<file path="config.mk">
export PLATFORM = sky130hd
export DESIGN_NAME = lat_queue
export DESIGN_NICKNAME = d
export VERILOG_FILES = /design/src/rtl/lat_pkg.sv /design/src/rtl/lat_queue.sv
export SDC_FILE = /design/constraint.sdc
export NUM_CORES = 1
export LEC_CHECK = 0
export BUFFER_PORTS_ARGS = -buffer_cell sky130_fd_sc_hd__buf_2
export CAP_MARGIN = 30
export CORE_MARGIN = 5
export CORE_UTILIZATION = 55
export DETAILED_ROUTE_END_ITERATION = 10
export GPL_TIMING_DRIVEN = 0
export PLACE_DENSITY = 0.83
export SLEW_MARGIN = 20
export SYNTH_ARGS = -nofsm -noshare
export SYNTH_HDL_FRONTEND = slang
export SYNTH_SLANG_ARGS = --single-unit
</file>
<file path="constraint.sdc">
create_clock -name clk -period 9.35 [get_ports clk]
set_input_delay 1.4025 -clock clk [delete_from_list [all_inputs] [get_ports clk]]
set_output_delay 1.4025 -clock clk [all_outputs]
set_load 0.05 [all_outputs]
</file>
<file path="src/rtl/lat_pkg.sv">
// ----------------------------------------------------------------------------
// lat_pkg
// Shared types and constants of the line accumulation tile.
// ----------------------------------------------------------------------------
package lat_pkg;

  localparam int TILE_SIDE  = 256;
  localparam int TILE_WORDS = TILE_SIDE * TILE_SIDE;
  localparam int TILE_AW    = $clog2(TILE_WORDS);
  localparam int QDEPTH     = 2;

  localparam logic KIND_DRAW = 1'b0;
  localparam logic KIND_READ = 1'b1;

  localparam logic [2:0] REG_BRIGHTNESS  = 3'd0;
  localparam logic [2:0] REG_COLOR_RED   = 3'd1;
  localparam logic [2:0] REG_COLOR_GREEN = 3'd2;
  localparam logic [2:0] REG_COLOR_BLUE  = 3'd3;
  localparam logic [2:0] REG_COLOR_ALPHA = 3'd4;

  localparam logic [31:0] BRIGHTNESS_RST  = 32'h0003_FFFF;
  localparam logic [7:0]  COLOR_RED_RST   = 8'd255;
  localparam logic [7:0]  COLOR_GREEN_RST = 8'd190;
  localparam logic [7:0]  COLOR_BLUE_RST  = 8'd100;
  localparam logic [7:0]  COLOR_ALPHA_RST = 8'd255;

  typedef struct packed {
    logic        kind;
    logic [15:0] line_x_start;
    logic [15:0] line_y_start;
    logic [15:0] line_x_end;
    logic [15:0] line_y_end;
    logic [7:0]  read_col;
    logic [7:0]  read_row;
  } in_item_t;

  typedef struct packed {
    logic [7:0] red;
    logic [7:0] green;
    logic [7:0] blue;
    logic [7:0] alpha;
  } out_item_t;

  typedef struct packed {
    logic [31:0] brightness;
    logic [7:0]  color_red;
    logic [7:0]  color_green;
    logic [7:0]  color_blue;
    logic [7:0]  color_alpha;
  } cfg_t;

  typedef struct packed {
    logic               kind;
    logic               y_major;
    logic [15:0]        m0;
    logic [15:0]        d;
    logic [TILE_AW-1:0] raddr;
  } cmd_t;

  typedef struct packed {
    logic full;
    logic valid;
  } q_status_t;

endpackage

</file>
<file path="src/rtl/lat_queue.sv">
// ----------------------------------------------------------------------------
// lat_queue
// Short command queue between the front and the back.
// ----------------------------------------------------------------------------
module lat_queue (
  input  logic               clk,
  input  logic               rst_n,
  input  logic               push,
  input  lat_pkg::cmd_t      push_cmd,
  input  logic               pop,
  output lat_pkg::cmd_t      head,
  output lat_pkg::q_status_t stat
);
  import lat_pkg::*;

  localparam int QAW = $clog2(QDEPTH);
  localparam int QCW = $clog2(QDEPTH + 1);

  cmd_t           entries [QDEPTH];
  logic [QAW-1:0] wr_ptr_r;
  logic [QAW-1:0] rd_ptr_r;
  logic [QCW-1:0] cnt_r;

  assign stat.full  = (cnt_r == QCW'(QDEPTH));
  assign stat.valid = (cnt_r != '0);
  assign head       = entries[rd_ptr_r];

  always_ff @(posedge clk) begin
    if (!rst_n) begin
      wr_ptr_r <= '0;
      rd_ptr_r <= '0;
      cnt_r    <= '0;
    end else begin
      if (push) begin
        wr_ptr_r <= wr_ptr_r + 1'b1;
      end
      if (pop) begin
        rd_ptr_r <= rd_ptr_r + 1'b1;
      end
      if (push && !pop) begin
        cnt_r <= cnt_r + 1'b1;
      end else if (pop && !push) begin
        cnt_r <= cnt_r - 1'b1;
      end
    end
  end

  always_ff @(posedge clk) begin
    if (push) begin
      entries[wr_ptr_r] <= push_cmd;
    end
  end

endmodule

</file>
---- After elaboration in Yosys (flattened, before gate mapping) ----
Memories as Yosys holds them, arrays and structs flattened. A register that Yosys moved wholly into a read port is not among the register bits.
Cells that the tools add are included.
storage, ports and cells
  bits in registers ....................... 4
  memory bits (writable) .................. 100
  input port bits ......................... 54
  output and inout port bits .............. 52
  word-level logic and storage cells ...... 21
  memories kept ........................... 1
memory list
  name     words  width  rd ports  clocked after Yosys merged registers in  write ports  line             RTL
  entries  2      50     1         1                                        1            lat_queue.sv:19  cmd_t entries [QDEPTH];
operators by class
  add/sub/neg operators ................... 4
  equality and inequality tests ........... 1
  muxes and demuxes ....................... 6
  reductions and logical operators ........ 6
operators by type and width
  operator                                           count
  2-to-1 mux 1 bit                                   4
  2-to-1 mux 2 bit                                   2
  nonzero test 2 bit                                 2
  adder 1 bit (second input constant)                2
  adder 2 x 1 -> 2 bit (second input constant)       1
  equality test 2 bit (second input constant)        1
  logical AND 1 bit                                  2
  logical NOT 1 bit                                  2
  subtractor 2 x 1 -> 2 bit (second input constant)  1

---- Longest topological paths before layout ----
  depth in word-level cells ............... 4
  depth in mapped cells ................... 5
  gate-level depth less buffers ........... 5

---- Worst setup path before layout ----
OpenSTA, ideal clock, no wires.
  path type ............................... input -> register
  start point ............................. input push
  end point ............................... memory entries[0][0] (netlist name), enable pin
  setup time .............................. 465 ps
  arrival ................................. 3650 ps
  data required time ...................... 8885 ps
  slack ................................... 5235 ps
  cell stages on the path ................. 1
  path buffers ............................ 0
  path through ............................ nor2b_1
on the way
  longest elaborated chain between the ends .. 2
ends and longest elaborated chain
  what                                    line             RTL
  start: declaration                      lat_queue.sv:8   input logic push,
  2-to-1 mux 1 bit                        lat_queue.sv:49  if (push) begin
  2-to-1 mux 1 bit (implied by the code)  lat_queue.sv:50  entries[wr_ptr_r] <= push_cmd;
  end: declaration                        lat_queue.sv:19
Every way passes these cells.

==> run metrics <==
Cell variety after synth=18; final non-filler cell total=397; combinational share of power=18.8%; Hold WC Path Type=register to register; drt first pass iters=4; final worst path period share=32.0%; Synth Area in XOR/XNOR=0.686%; Die Y=93.4 µm; Synth Instances=178; vias in the first global route=2,173; fin. max-slew vios=0; placed cell area=0.00454 mm²; Compound-Gate Fraction of Synth Area=0.523%; switch share=28.8%; synthesized cell area=0.00383 mm²; Post-Syn Area per Cell=21.5 µm²; CTS tree=built; drt drc=0; Iter 0 DRT Violations=85; PD cells=208 mW/mm²; fmax=334 MHz; yosys warns=0; Boundary Pins=106; Placed Cells=381; number of buffers and inverters on the critical path=3; min Tclk post-route=2.99 ns; clock-pin transition on the worst setup and hold timing paths=0.09 ns; H-Tree Depth=3; Final Instance Area=0.00471 mm²; Global Route Usage Sum=16.1%; mux share of post-synthesis cell area=14.7%; root buf cell=clkbuf_8; startpoint types=register; clk sinks=105; RSZ-0062 raised after global routing=false; DIE AREA=0.00873 mm²; row count=30; Worst Max-Slew Pin Slew=0.677 ns; commonest non-fill, non-tap cells in the layout=106 x buf_2, 100 x edfxtp_1, 46 x mux2_2; clock skew=0.00561 ns; largest family of logic cells by synthesized area=multiplexers; crit path max fanout=10; Layout area overhead=23.0%; DP HPWL=4.47 mm; commonest non-fill, non-tap cell in the layout=buf_2; layout net count=351; crit-path max cell delay=0.36 ns; Post-Synth Simple-Gate Area=1.54%; crit path cell chain=buf_2 > buf_4 > mux2_2 > buf_2; area of the core=0.00679 mm²; die span in x=93.4 µm; hold buffers post-CTS=0; IO Port Bufs=105; adder-cell share of the synthesized area=0.327%; first-pass GRT wire length=10.6 mm; largest net degree at the start of global routing=51; GR Overflow Total=0; Syn Nets=233; post-CTS sizing=0; layout cells sized above 1=58.8%; Worst-Skew Late Latency=0.35 ns; number of setup violations in the final report=0; crit-path most repeated cell=buf_2; Setup Total Neg Slack=0 ns; TritonCTS buffer count=9; RePlAce Congestion=0.760; Fill cells=465; Seq/Total Area, Yosys=81.0%; Vias=1,940; Post-Route WL=6.53 mm; CP top delay family=buffers and inverters; crit path DAT=1.59 ns; Max-Cap Viols=0; final hold slack=0.531 ns; setup bufs post-CTS=0; #FFs+latches synth=105; Req. time, crit path=7.95 ns; leakage=0.00179 µW; Final ANT Viol Nets=0; vias per inst=4.89; routed len/inst=16.5 µm; P_sw=282 µW; Peak VDD IR=0.122 mV; Clk pwr share=25.1%; sequential share of power=56.1%; clock buffer depth=2; Hold Vio Cnt, Final=0; Worst Setup Path Type=register to primary output; slew margin rel.=54.9%; Cell Int Power=697 µW; CP max stage cell=mux2_2; Initial Util=56.4%; Diodes inserted=0; status=completed; crit path capture type=primary output; antenna violations before repair=0
==> final timing paths <==
path	endpoint	cells after the start	slack, ns	start
setup / recovery	head[25]	4	6.36	register
hold / removal	cnt_r[1]$_SDFFE_PN0P_	2	0.53	cnt_r[1]$_SDFFE_PN0P_
hold reg to reg	cnt_r[1]$_SDFFE_PN0P_	2	0.53	cnt_r[1]$_SDFFE_PN0P_
setup reg to reg	entries[1][25]$_DFFE_PP_	1	7.96	wr_ptr_r$_SDFFE_PN0P_
==> synth_stat cells (all sizes together) <==
library cell	n	share of area [%]
nor2b	2	0.33
inv	1	0.098
and2b	1	0.23
o21a	1	0.20
buf	6	1.1
and2	4	0.65
dfxtp	5	2.6
o21ai	1	0.13
or2	1	0.16
ha	1	0.33
or3	1	0.16
mux2	50	15
a21boi	1	0.20
xnor2	1	0.23
edfxtp	100	78
xor2	2	0.46
==> layout make-up <==
class | count | area (µm²) | share of cell area (%)
sequential | 105 | 3100 | 65.9
multi-input combinational | 66 | 691 | 14.7
timing repair buffer | 107 | 581 | 12.3
clock buffer | 10 | 128 | 2.71
tap | 96 | 120 | 2.55
clock inverter | 6 | 42.5 | 0.903
buffer | 6 | 42.5 | 0.903
inverter | 1 | 3.75 | 0.0797
==> cells by family after synthesis <==
kind of cell	Yosys count
AOI/OAI and AO/OA	3
buffers and inverters	7
adders and majority gates	1
muxes	50
and+or+nand+nor	9
xor gates and xnor gates	3
DFF	105
==> power by group through the flow <==
| stage | Combinational (µW) | Sequential (µW) | Clock, µW |
|---|---|---|---|
| global route | 194 | 551 | 272 |
| floorplan | 137 | 558 | 0 |
| detailed placement | 186 | 560 | 0 |
| CTS | 187 | 549 | 252 |
| global placement | 178 | 560 | 0 |
| finish | 184 | 548 | 246 |
==> routing by layer <==
layer | vias up | GRT usage, % | share of wire [%]
li1 | 929 | - | -
met1 | 944 | 19.2 | 39
met2 | 63 | 27.3 | 54
met3 | 4 | 4.26 | 6.4
met4 | 0 | 7.45 | 0.64
met5 | - | 0 | 0
==> state kept, by name, summed over array words and instances (netlist names), named ones only <==
signal / cells
entries: 100
rd_ptr_r: 1
wr_ptr_r: 1
cnt_r: 2
==> worst min-delay path, stage by stage (launching register included) <==
cell      delay (ns)
dfxtp_1         0.34
o21ai_0         0.08
a21boi_1        0.07
==> through the flow <==
step	util, %	total power, µW	worst slack (ns)
3_3_place_gp	65.9	738	3.88
3_5_place_dp	66.8	745	6.73
2_1_floorplan	-	695	5.24
4_1_cts	69.3	987	6.32
5_1_grt	69.3	1020	6.26
6_report	69.3	978	6.36
(Power assumes the default switching activity.)
