### src/rtl/lat_pkg.sv
// ----------------------------------------------------------------------------
// lat_pkg
// Shared types and constants of the line accumulation tile.
// ----------------------------------------------------------------------------
package lat_pkg;

  localparam int TILE_SIDE  = 256;
  localparam int TILE_WORDS = TILE_SIDE * TILE_SIDE;
  localparam int TILE_AW    = $clog2(TILE_WORDS);
  localparam int QDEPTH     = 2;

  localparam logic KIND_DRAW = 1'b0;
  localparam logic KIND_READ = 1'b1;

  localparam logic [2:0] REG_BRIGHTNESS  = 3'd0;
  localparam logic [2:0] REG_COLOR_RED   = 3'd1;
  localparam logic [2:0] REG_COLOR_GREEN = 3'd2;
  localparam logic [2:0] REG_COLOR_BLUE  = 3'd3;
  localparam logic [2:0] REG_COLOR_ALPHA = 3'd4;

  localparam logic [31:0] BRIGHTNESS_RST  = 32'h0003_FFFF;
  localparam logic [7:0]  COLOR_RED_RST   = 8'd255;
  localparam logic [7:0]  COLOR_GREEN_RST = 8'd190;
  localparam logic [7:0]  COLOR_BLUE_RST  = 8'd100;
  localparam logic [7:0]  COLOR_ALPHA_RST = 8'd255;

  typedef struct packed {
    logic        kind;
    logic [15:0] line_x_start;
    logic [15:0] line_y_start;
    logic [15:0] line_x_end;
    logic [15:0] line_y_end;
    logic [7:0]  read_col;
    logic [7:0]  read_row;
  } in_item_t;

  typedef struct packed {
    logic [7:0] red;
    logic [7:0] green;
    logic [7:0] blue;
    logic [7:0] alpha;
  } out_item_t;

  typedef struct packed {
    logic [31:0] brightness;
    logic [7:0]  color_red;
    logic [7:0]  color_green;
    logic [7:0]  color_blue;
    logic [7:0]  color_alpha;
  } cfg_t;

  typedef struct packed {
    logic               kind;
    logic               y_major;
    logic [15:0]        m0;
    logic [15:0]        d;
    logic [TILE_AW-1:0] raddr;
  } cmd_t;

  typedef struct packed {
    logic full;
    logic valid;
  } q_status_t;

endpackage

### src/rtl/lat_front.sv
// ----------------------------------------------------------------------------
// lat_front
// Accepts items, picks the major axis and forms the minor start and step.
// ----------------------------------------------------------------------------
module lat_front (
  input  logic                 clk,
  input  logic                 rst_n,
  input  logic                 hold,
  input  logic                 start,
  input  lat_pkg::in_item_t    in_item,
  output logic                 busy,
  input  lat_pkg::q_status_t   q_stat,
  output logic                 push,
  output lat_pkg::cmd_t        cmd
);
  import lat_pkg::*;

  typedef struct packed {
    logic               kind;
    logic               y_major;
    logic [15:0]        mn0;
    logic [7:0]         mj0_hi;
    logic [15:0]        d;
    logic [TILE_AW-1:0] raddr;
  } cls_t;

  in_item_t    a_r;
  logic        a_vld_r;
  cls_t        b_r;
  logic        b_vld_r;
  cls_t        cls;
  logic [15:0] xd;
  logic [15:0] yd;
  logic [15:0] mn1;
  logic [15:0] mj0;
  logic [23:0] prod;
  logic        a_go;
  logic        b_go;
  logic        accept;

  always_comb begin
    xd = (a_r.line_x_start > a_r.line_x_end) ? a_r.line_x_start - a_r.line_x_end
                                             : a_r.line_x_end - a_r.line_x_start;
    yd = (a_r.line_y_start > a_r.line_y_end) ? a_r.line_y_start - a_r.line_y_end
                                             : a_r.line_y_end - a_r.line_y_start;
    cls.kind    = a_r.kind;
    cls.y_major = (xd < yd);
    cls.mn0     = cls.y_major ? a_r.line_x_start : a_r.line_y_start;
    mn1         = cls.y_major ? a_r.line_x_end   : a_r.line_y_end;
    mj0         = cls.y_major ? a_r.line_y_start : a_r.line_x_start;
    cls.mj0_hi  = mj0[15:8];
    cls.d       = {8'd0, mn1[15:8]} - {8'd0, cls.mn0[15:8]};
    cls.raddr   = {a_r.read_row, a_r.read_col};
  end

  assign b_go   = b_vld_r && !q_stat.full;
  assign a_go   = a_vld_r && (!b_vld_r || b_go);
  assign busy   = hold || (a_vld_r && !a_go);
  assign accept = start && !busy;

  always_ff @(posedge clk) begin
    if (!rst_n) begin
      a_vld_r <= 1'b0;
      b_vld_r <= 1'b0;
    end else begin
      if (accept) begin
        a_vld_r <= 1'b1;
      end else if (a_go) begin
        a_vld_r <= 1'b0;
      end
      if (a_go) begin
        b_vld_r <= 1'b1;
      end else if (b_go) begin
        b_vld_r <= 1'b0;
      end
    end
  end

  always_ff @(posedge clk) begin
    if (accept) begin
      a_r <= in_item;
    end
    if (a_go) begin
      b_r <= cls;
    end
  end

  assign prod = b_r.mj0_hi * b_r.d;

  always_comb begin
    cmd.kind    = b_r.kind;
    cmd.y_major = b_r.y_major;
    cmd.m0      = b_r.mn0 + prod[15:0];
    cmd.d       = b_r.d;
    cmd.raddr   = b_r.raddr;
  end

  assign push = b_go;

endmodule

### config.mk
export PLATFORM = sky130hd
export DESIGN_NAME = lat_front
export DESIGN_NICKNAME = d
export VERILOG_FILES = /design/src/rtl/lat_pkg.sv /design/src/rtl/lat_front.sv
export SDC_FILE = /design/constraint.sdc
export NUM_CORES = 1
export LEC_CHECK = 0
export BUFFER_PORTS_ARGS = -buffer_cell sky130_fd_sc_hd__buf_2
export CAP_MARGIN = 20
export CELL_PAD_IN_SITES_DETAIL_PLACEMENT = 1
export CELL_PAD_IN_SITES_GLOBAL_PLACEMENT = 2
export CORE_ASPECT_RATIO = 1.4
export CORE_UTILIZATION = 40
export DETAILED_ROUTE_END_ITERATION = 7
export GPL_TIMING_DRIVEN = 0
export PLACE_DENSITY_LB_ADDON = 0.05
export SKIP_CTS_REPAIR_TIMING = 1
export SYNTH_ARGS = -nofsm -noshare
export SYNTH_HDL_FRONTEND = slang
export SYNTH_SLANG_ARGS = --single-unit
### constraint.sdc
create_clock -name clk -period 13.1 [get_ports clk]
set_input_delay 3.93 -clock clk [delete_from_list [all_inputs] [get_ports clk]]
set_output_delay 3.93 -clock clk [all_outputs]
set_load 0.05 [all_outputs]
## Word-level counts from Yosys, hierarchy flattened

Cells that the tools add are included.

- Multiply operators: 1
- Reduce and logical (&&, ||, !) cells: 12
- Add/subtract/negate cells: 6
- Order comparisons: 3
- Multiplexer cells: 9

Operator list:

| operator | count |
|---|---|
| two-way mux 16 bit | 5 |
| subtractor 16 bit | 4 |
| > comparator 16 bit | 2 |
| adder 16 bit | 1 |
| less-than comparator 16 bit | 1 |
| multiplier 8 x 16 -> 16 bit | 1 |
| subtractor 8 x 8 -> 9 bit | 1 |
| logical AND 1 bit | 4 |
| logical NOT 1 bit | 4 |
| two-way mux 1 bit | 4 |
| nonzero test 2 bit | 2 |
| logical OR 1 bit | 2 |

- Input port bits: 87
- Logic and storage cells: 46
- Output and inout port bits: 52
- Register bits after elaboration: 141

## Depth between registers and ports, before layout

- Word-level depth: 10
- Depth in mapped cells: 32

## Worst setup path before layout

No wires, ideal clock.

- Path kind: register to output
- Start: register b_r, in the netlist cmd[30]
- End: output port cmd[47] (netlist name)
- Arrival: 4.764 ns
- Cell stages (with the launch flop): 16
- Required time: 9.170 ns
- Setup slack: 4.406 ns
- Path buffers: 0
- Cells stage by stage: edfxtp_1 -> and2_1 -> inv_1 -> fa_1 -> inv_1 -> fa_1 -> inv_1 -> fa_1 -> fa_1 -> inv_1 -> ha_1 -> a21o_1 -> a31o_2 -> a41o_1 -> o41ai_1 -> xnor2_1

RTL lines:

| element | line | text |
|---|---|---|
| start: declaration | lat_front.sv:29 | `cls_t b_r;` |
| start signal: assignment | lat_front.sv:84 | `b_r <= cls;` |
| end: declaration | lat_front.sv:14 | `output lat_pkg::cmd_t cmd` |

==> flow_metrics.tcl <==
set metrics [dict create \
    switchingPower_w 0.00175 \
    pwr-share-comb_pct 69.7 \
    synth.yosys.seq_area_share_pct 35.4 \
    ant_nets 0 \
    drt_pre_antenna_iters 4 \
    final.fill_count 3164 \
    grt_pass1_wl_um 44000 \
    grt_max_degree 44 \
    drt-vias-per-instance 4.95 \
    timing.max_slew.rel_slack_pct 38.9 \
    clock-sinks 134 \
    hpwlAfterDp_um 23000 \
    number_of_enable_type_register_cells_in_the_synthesized_netlist 132 \
    clock_tree.root_cell "clkbuf_16" \
    cts_tree "yes" \
    post-route-min-period_ns 9.73 \
    cts-root-to-sink-buffers 2 \
    swShare_pct 53.3 \
    die-width_um 144 \
    crit_path_max_fanout 16 \
    synthArstFlopShare_pct 0 \
    status "finished, final reports clean" \
    design_area_sq_um 13100 \
    hold_class "flop to flop" \
    start_kind "flop" \
    power.leakage_nw 6.09 \
    postSynthCellCount 1066 \
    core-area_sq_um 27700 \
    intPower_w 0.00153 \
    sequentialPowerShare_pct 16.4 \
    cts_inserted_buffers 17 \
    detailedRoute.firstIterationViolations 202 \
    netlist_top_cells_count "171 x inv_1, 132 x edfxtp_1, 111 x ha_1, 77 x fa_1, 68 x nand2_1" \
    number_of_hold_violations_in_the_final_report 0 \
    most_area_consuming_cells_after_synthesis "edfxtp_1 35%, fa_1 14%, ha_1 12%" \
    max_cap_viol_count 0 \
    initial_core_util_pct 40.8 \
    syn_avg_cell_area_sq_um 10.6 \
    portBuffers 137 \
    critical_path_arrival_ns 5.80 \
    dr_drc_count 0 \
    report.final.setup_viol 0 \
    synthDominantCellAreaShare_pct 35.0 \
    postPlaceCellArea_sq_um 12500 \
    track_usage_pct 20.2 \
    wirelength_um 27200 \
    net_count_after_synthesis 1341 \
    cp_data_required_time_ns 9.17 \
    yosys.area.top_type "edfxtp_1" \
    die_h_um 201 \
    max_clock_freq_mhz 103 \
    yosys.cell_types.count 65 \
    num_vias 7953 \
    rsz0062_at_grt "no" \
    tightestPinTransition_ns 0.914 \
    crit_type "flop to primary output" \
    clock-skew-final_ns 0.00953 \
    final.hold.worst_slack_ns 0.419 \
    areaGrowthSynthToFinish_pct 15.6 \
    wire_per_inst_um 17.0 \
    via_count_of_the_first_global_routing_pass 8712 \
    worstSkewPairLatency_ns 0.44 \
    syn_area_sq_um 11300 \
    clock_power_share_pct 13.9 \
    top_level_pins 139 \
    ys.flop_type "edfxtp_1" \
    yosys.cell_count.top_type "inv_1" \
    post-route-period-util_pct 74.3 \
    critical_path.endpoint_type "primary output" \
    synth.yosys.warnings 0 \
    antenna-diode-count 0 \
    finalSetupTns_ns 0 \
    global_route.overflow_total 0 \
    power_per_unit_of_standard_cell_area_nw_per_um2 251 \
    path_clk_slew_ns 0.06 \
    cts-htree-levels 4 \
    fp.dieArea_sq_um 29000 \
    timing_max_transition_violations_final 0 \
    fp-row-count 72 \
    ir_worst_vdd_v 0.000201 \
    postSynthRegisterBits 134 \
    fin_nets 1499 \
    gpl.final_weighted_congestion 0.843 \
    antenna_found_initial 0 \
    share_of_layout_cells_above_drive_strength_1_pct 19.9 \
]
==> state kept, by name, indices dropped and copies added (netlist names) <==
register  count
a_r          81
cmd          27
b_r          24
a_vld_r       1
b_vld_r       1
==> logic make-up (layout without fill, tap and decap cells) <==
kind of cell / count (synthesis) / count (layout) / synth area share [%]
multiplexers: 54 / 54 / 4.85
buffers and inverters: 236 / 407 / 9.28
flip-flops: 134 / 134 / 35.4
adder cells (fa/ha/maj): 188 / 188 / 25.9
AND/OR/NAND/NOR: 204 / 204 / 9.04
XOR/XNOR: 56 / 56 / 4.33
AO/OA/AOI/OAI: 194 / 194 / 11.2
==> layer usage <==
| layer | GRT usage [%] | part of all wire [%] | up-vias |
|---|---|---|---|
| li1 | - | - | 3880 |
| met1 | 21.7 | 39 | 3930 |
| met2 | 39.3 | 57 | 109 |
| met3 | 2.77 | 2.0 | 34 |
| met4 | 6.88 | 2.1 | 0 |
| met5 | 0 | 0 | - |
==> per-stage QoR <==
stage	total power [W]	worst slack [ns]	std cells	util, %
floorplan	0.00238	4.41	1066	-
global placement	0.00282	3.09	1573	44.9
detailed placement	0.00287	3.75	1575	45.1
CTS	0.00333	3.26	1607	47.2
global route	0.00354	3.02	1607	47.2
finish	0.00328	3.37	1607	47.2
==> worst max-delay path: stages (launching register included) <==
cell,delay [ns]
edfxtp_1,0.67
and2_1,0.24
inv_1,0.19
fa_1,0.56
inv_1,0.05
fa_1,0.51
inv_1,0.05
fa_1,0.48
fa_1,0.55
inv_1,0.04
ha_1,0.36
a21o_1,0.19
a31o_2,0.23
a41o_1,0.28
o41ai_1,0.50
xnor2_1,0.17
buf_2,0.27
==> power by group through the flow <==
stage | sequential, W | clock (W) | combinational, W
global placement | 0.000550 | 0 | 0.00227
CTS | 0.000539 | 0.000469 | 0.00232
floorplan | 0.000536 | 0 | 0.00185
finish | 0.000538 | 0.000457 | 0.00228
detailed placement | 0.000548 | 0 | 0.00232
global route | 0.000542 | 0.000480 | 0.00252
==> cells in the final DEF (no fill, tap or decap), types with 3 or more instances in the layout <==
| master | netlist | layout |
|---|---|---|
| a211oi_1 | 5 | 5 |
| a21o_1 | 34 | 34 |
| a21oi_1 | 59 | 59 |
| a31oi_1 | 9 | 9 |
| and2_1 | 36 | 35 |
| buf_1 | 3 | 3 |
| buf_2 | 13 | 150 |
| buf_4 | 37 | 37 |
| clkbuf_1 | 10 | 10 |
| clkbuf_16 | 0 | 17 |
| edfxtp_1 | 132 | 132 |
| fa_1 | 77 | 77 |
| ha_1 | 111 | 111 |
| inv_1 | 171 | 171 |
| inv_6 | 0 | 6 |
| mux2_2 | 7 | 7 |
| mux2i_1 | 47 | 47 |
| nand2_1 | 68 | 68 |
| nand2b_1 | 4 | 4 |
| nand3_1 | 13 | 13 |
| nand3b_1 | 3 | 3 |
| nand4_1 | 7 | 7 |
| nor2_1 | 34 | 34 |
| nor2b_1 | 14 | 14 |
| nor3_1 | 14 | 14 |
| o211ai_1 | 4 | 4 |
| o21a_1 | 6 | 6 |
| o21ai_0 | 36 | 36 |
| o21bai_1 | 9 | 9 |
| xnor2_1 | 42 | 42 |
| xor2_1 | 14 | 14 |
==> final cells by class <==
class	instances	area [sq um]	share of cell area, %
multi-input cells	696	6280	48.0
flip-flops and latches	134	4000	30.6
repair buffers	139	726	5.55
inverters	171	642	4.91
well taps	370	463	3.54
clock buffers	17	425	3.25
plain buffers	65	408	3.12
clock inverters	15	140	1.07
==> worst paths after layout <==
check | cells past startpoint | end | slack [ns] | start
setup reg to reg | 28 | cmd[23] | 6.13 | a_r[27]
setup / recovery | 16 | cmd[47] | 3.37 | cmd[30]
hold reg to reg | 0 | cmd[1] | 0.42 | a_r[9]
hold / removal | 0 | cmd[1] | 0.42 | a_r[9]
Power figures use the tool's default switching activity.
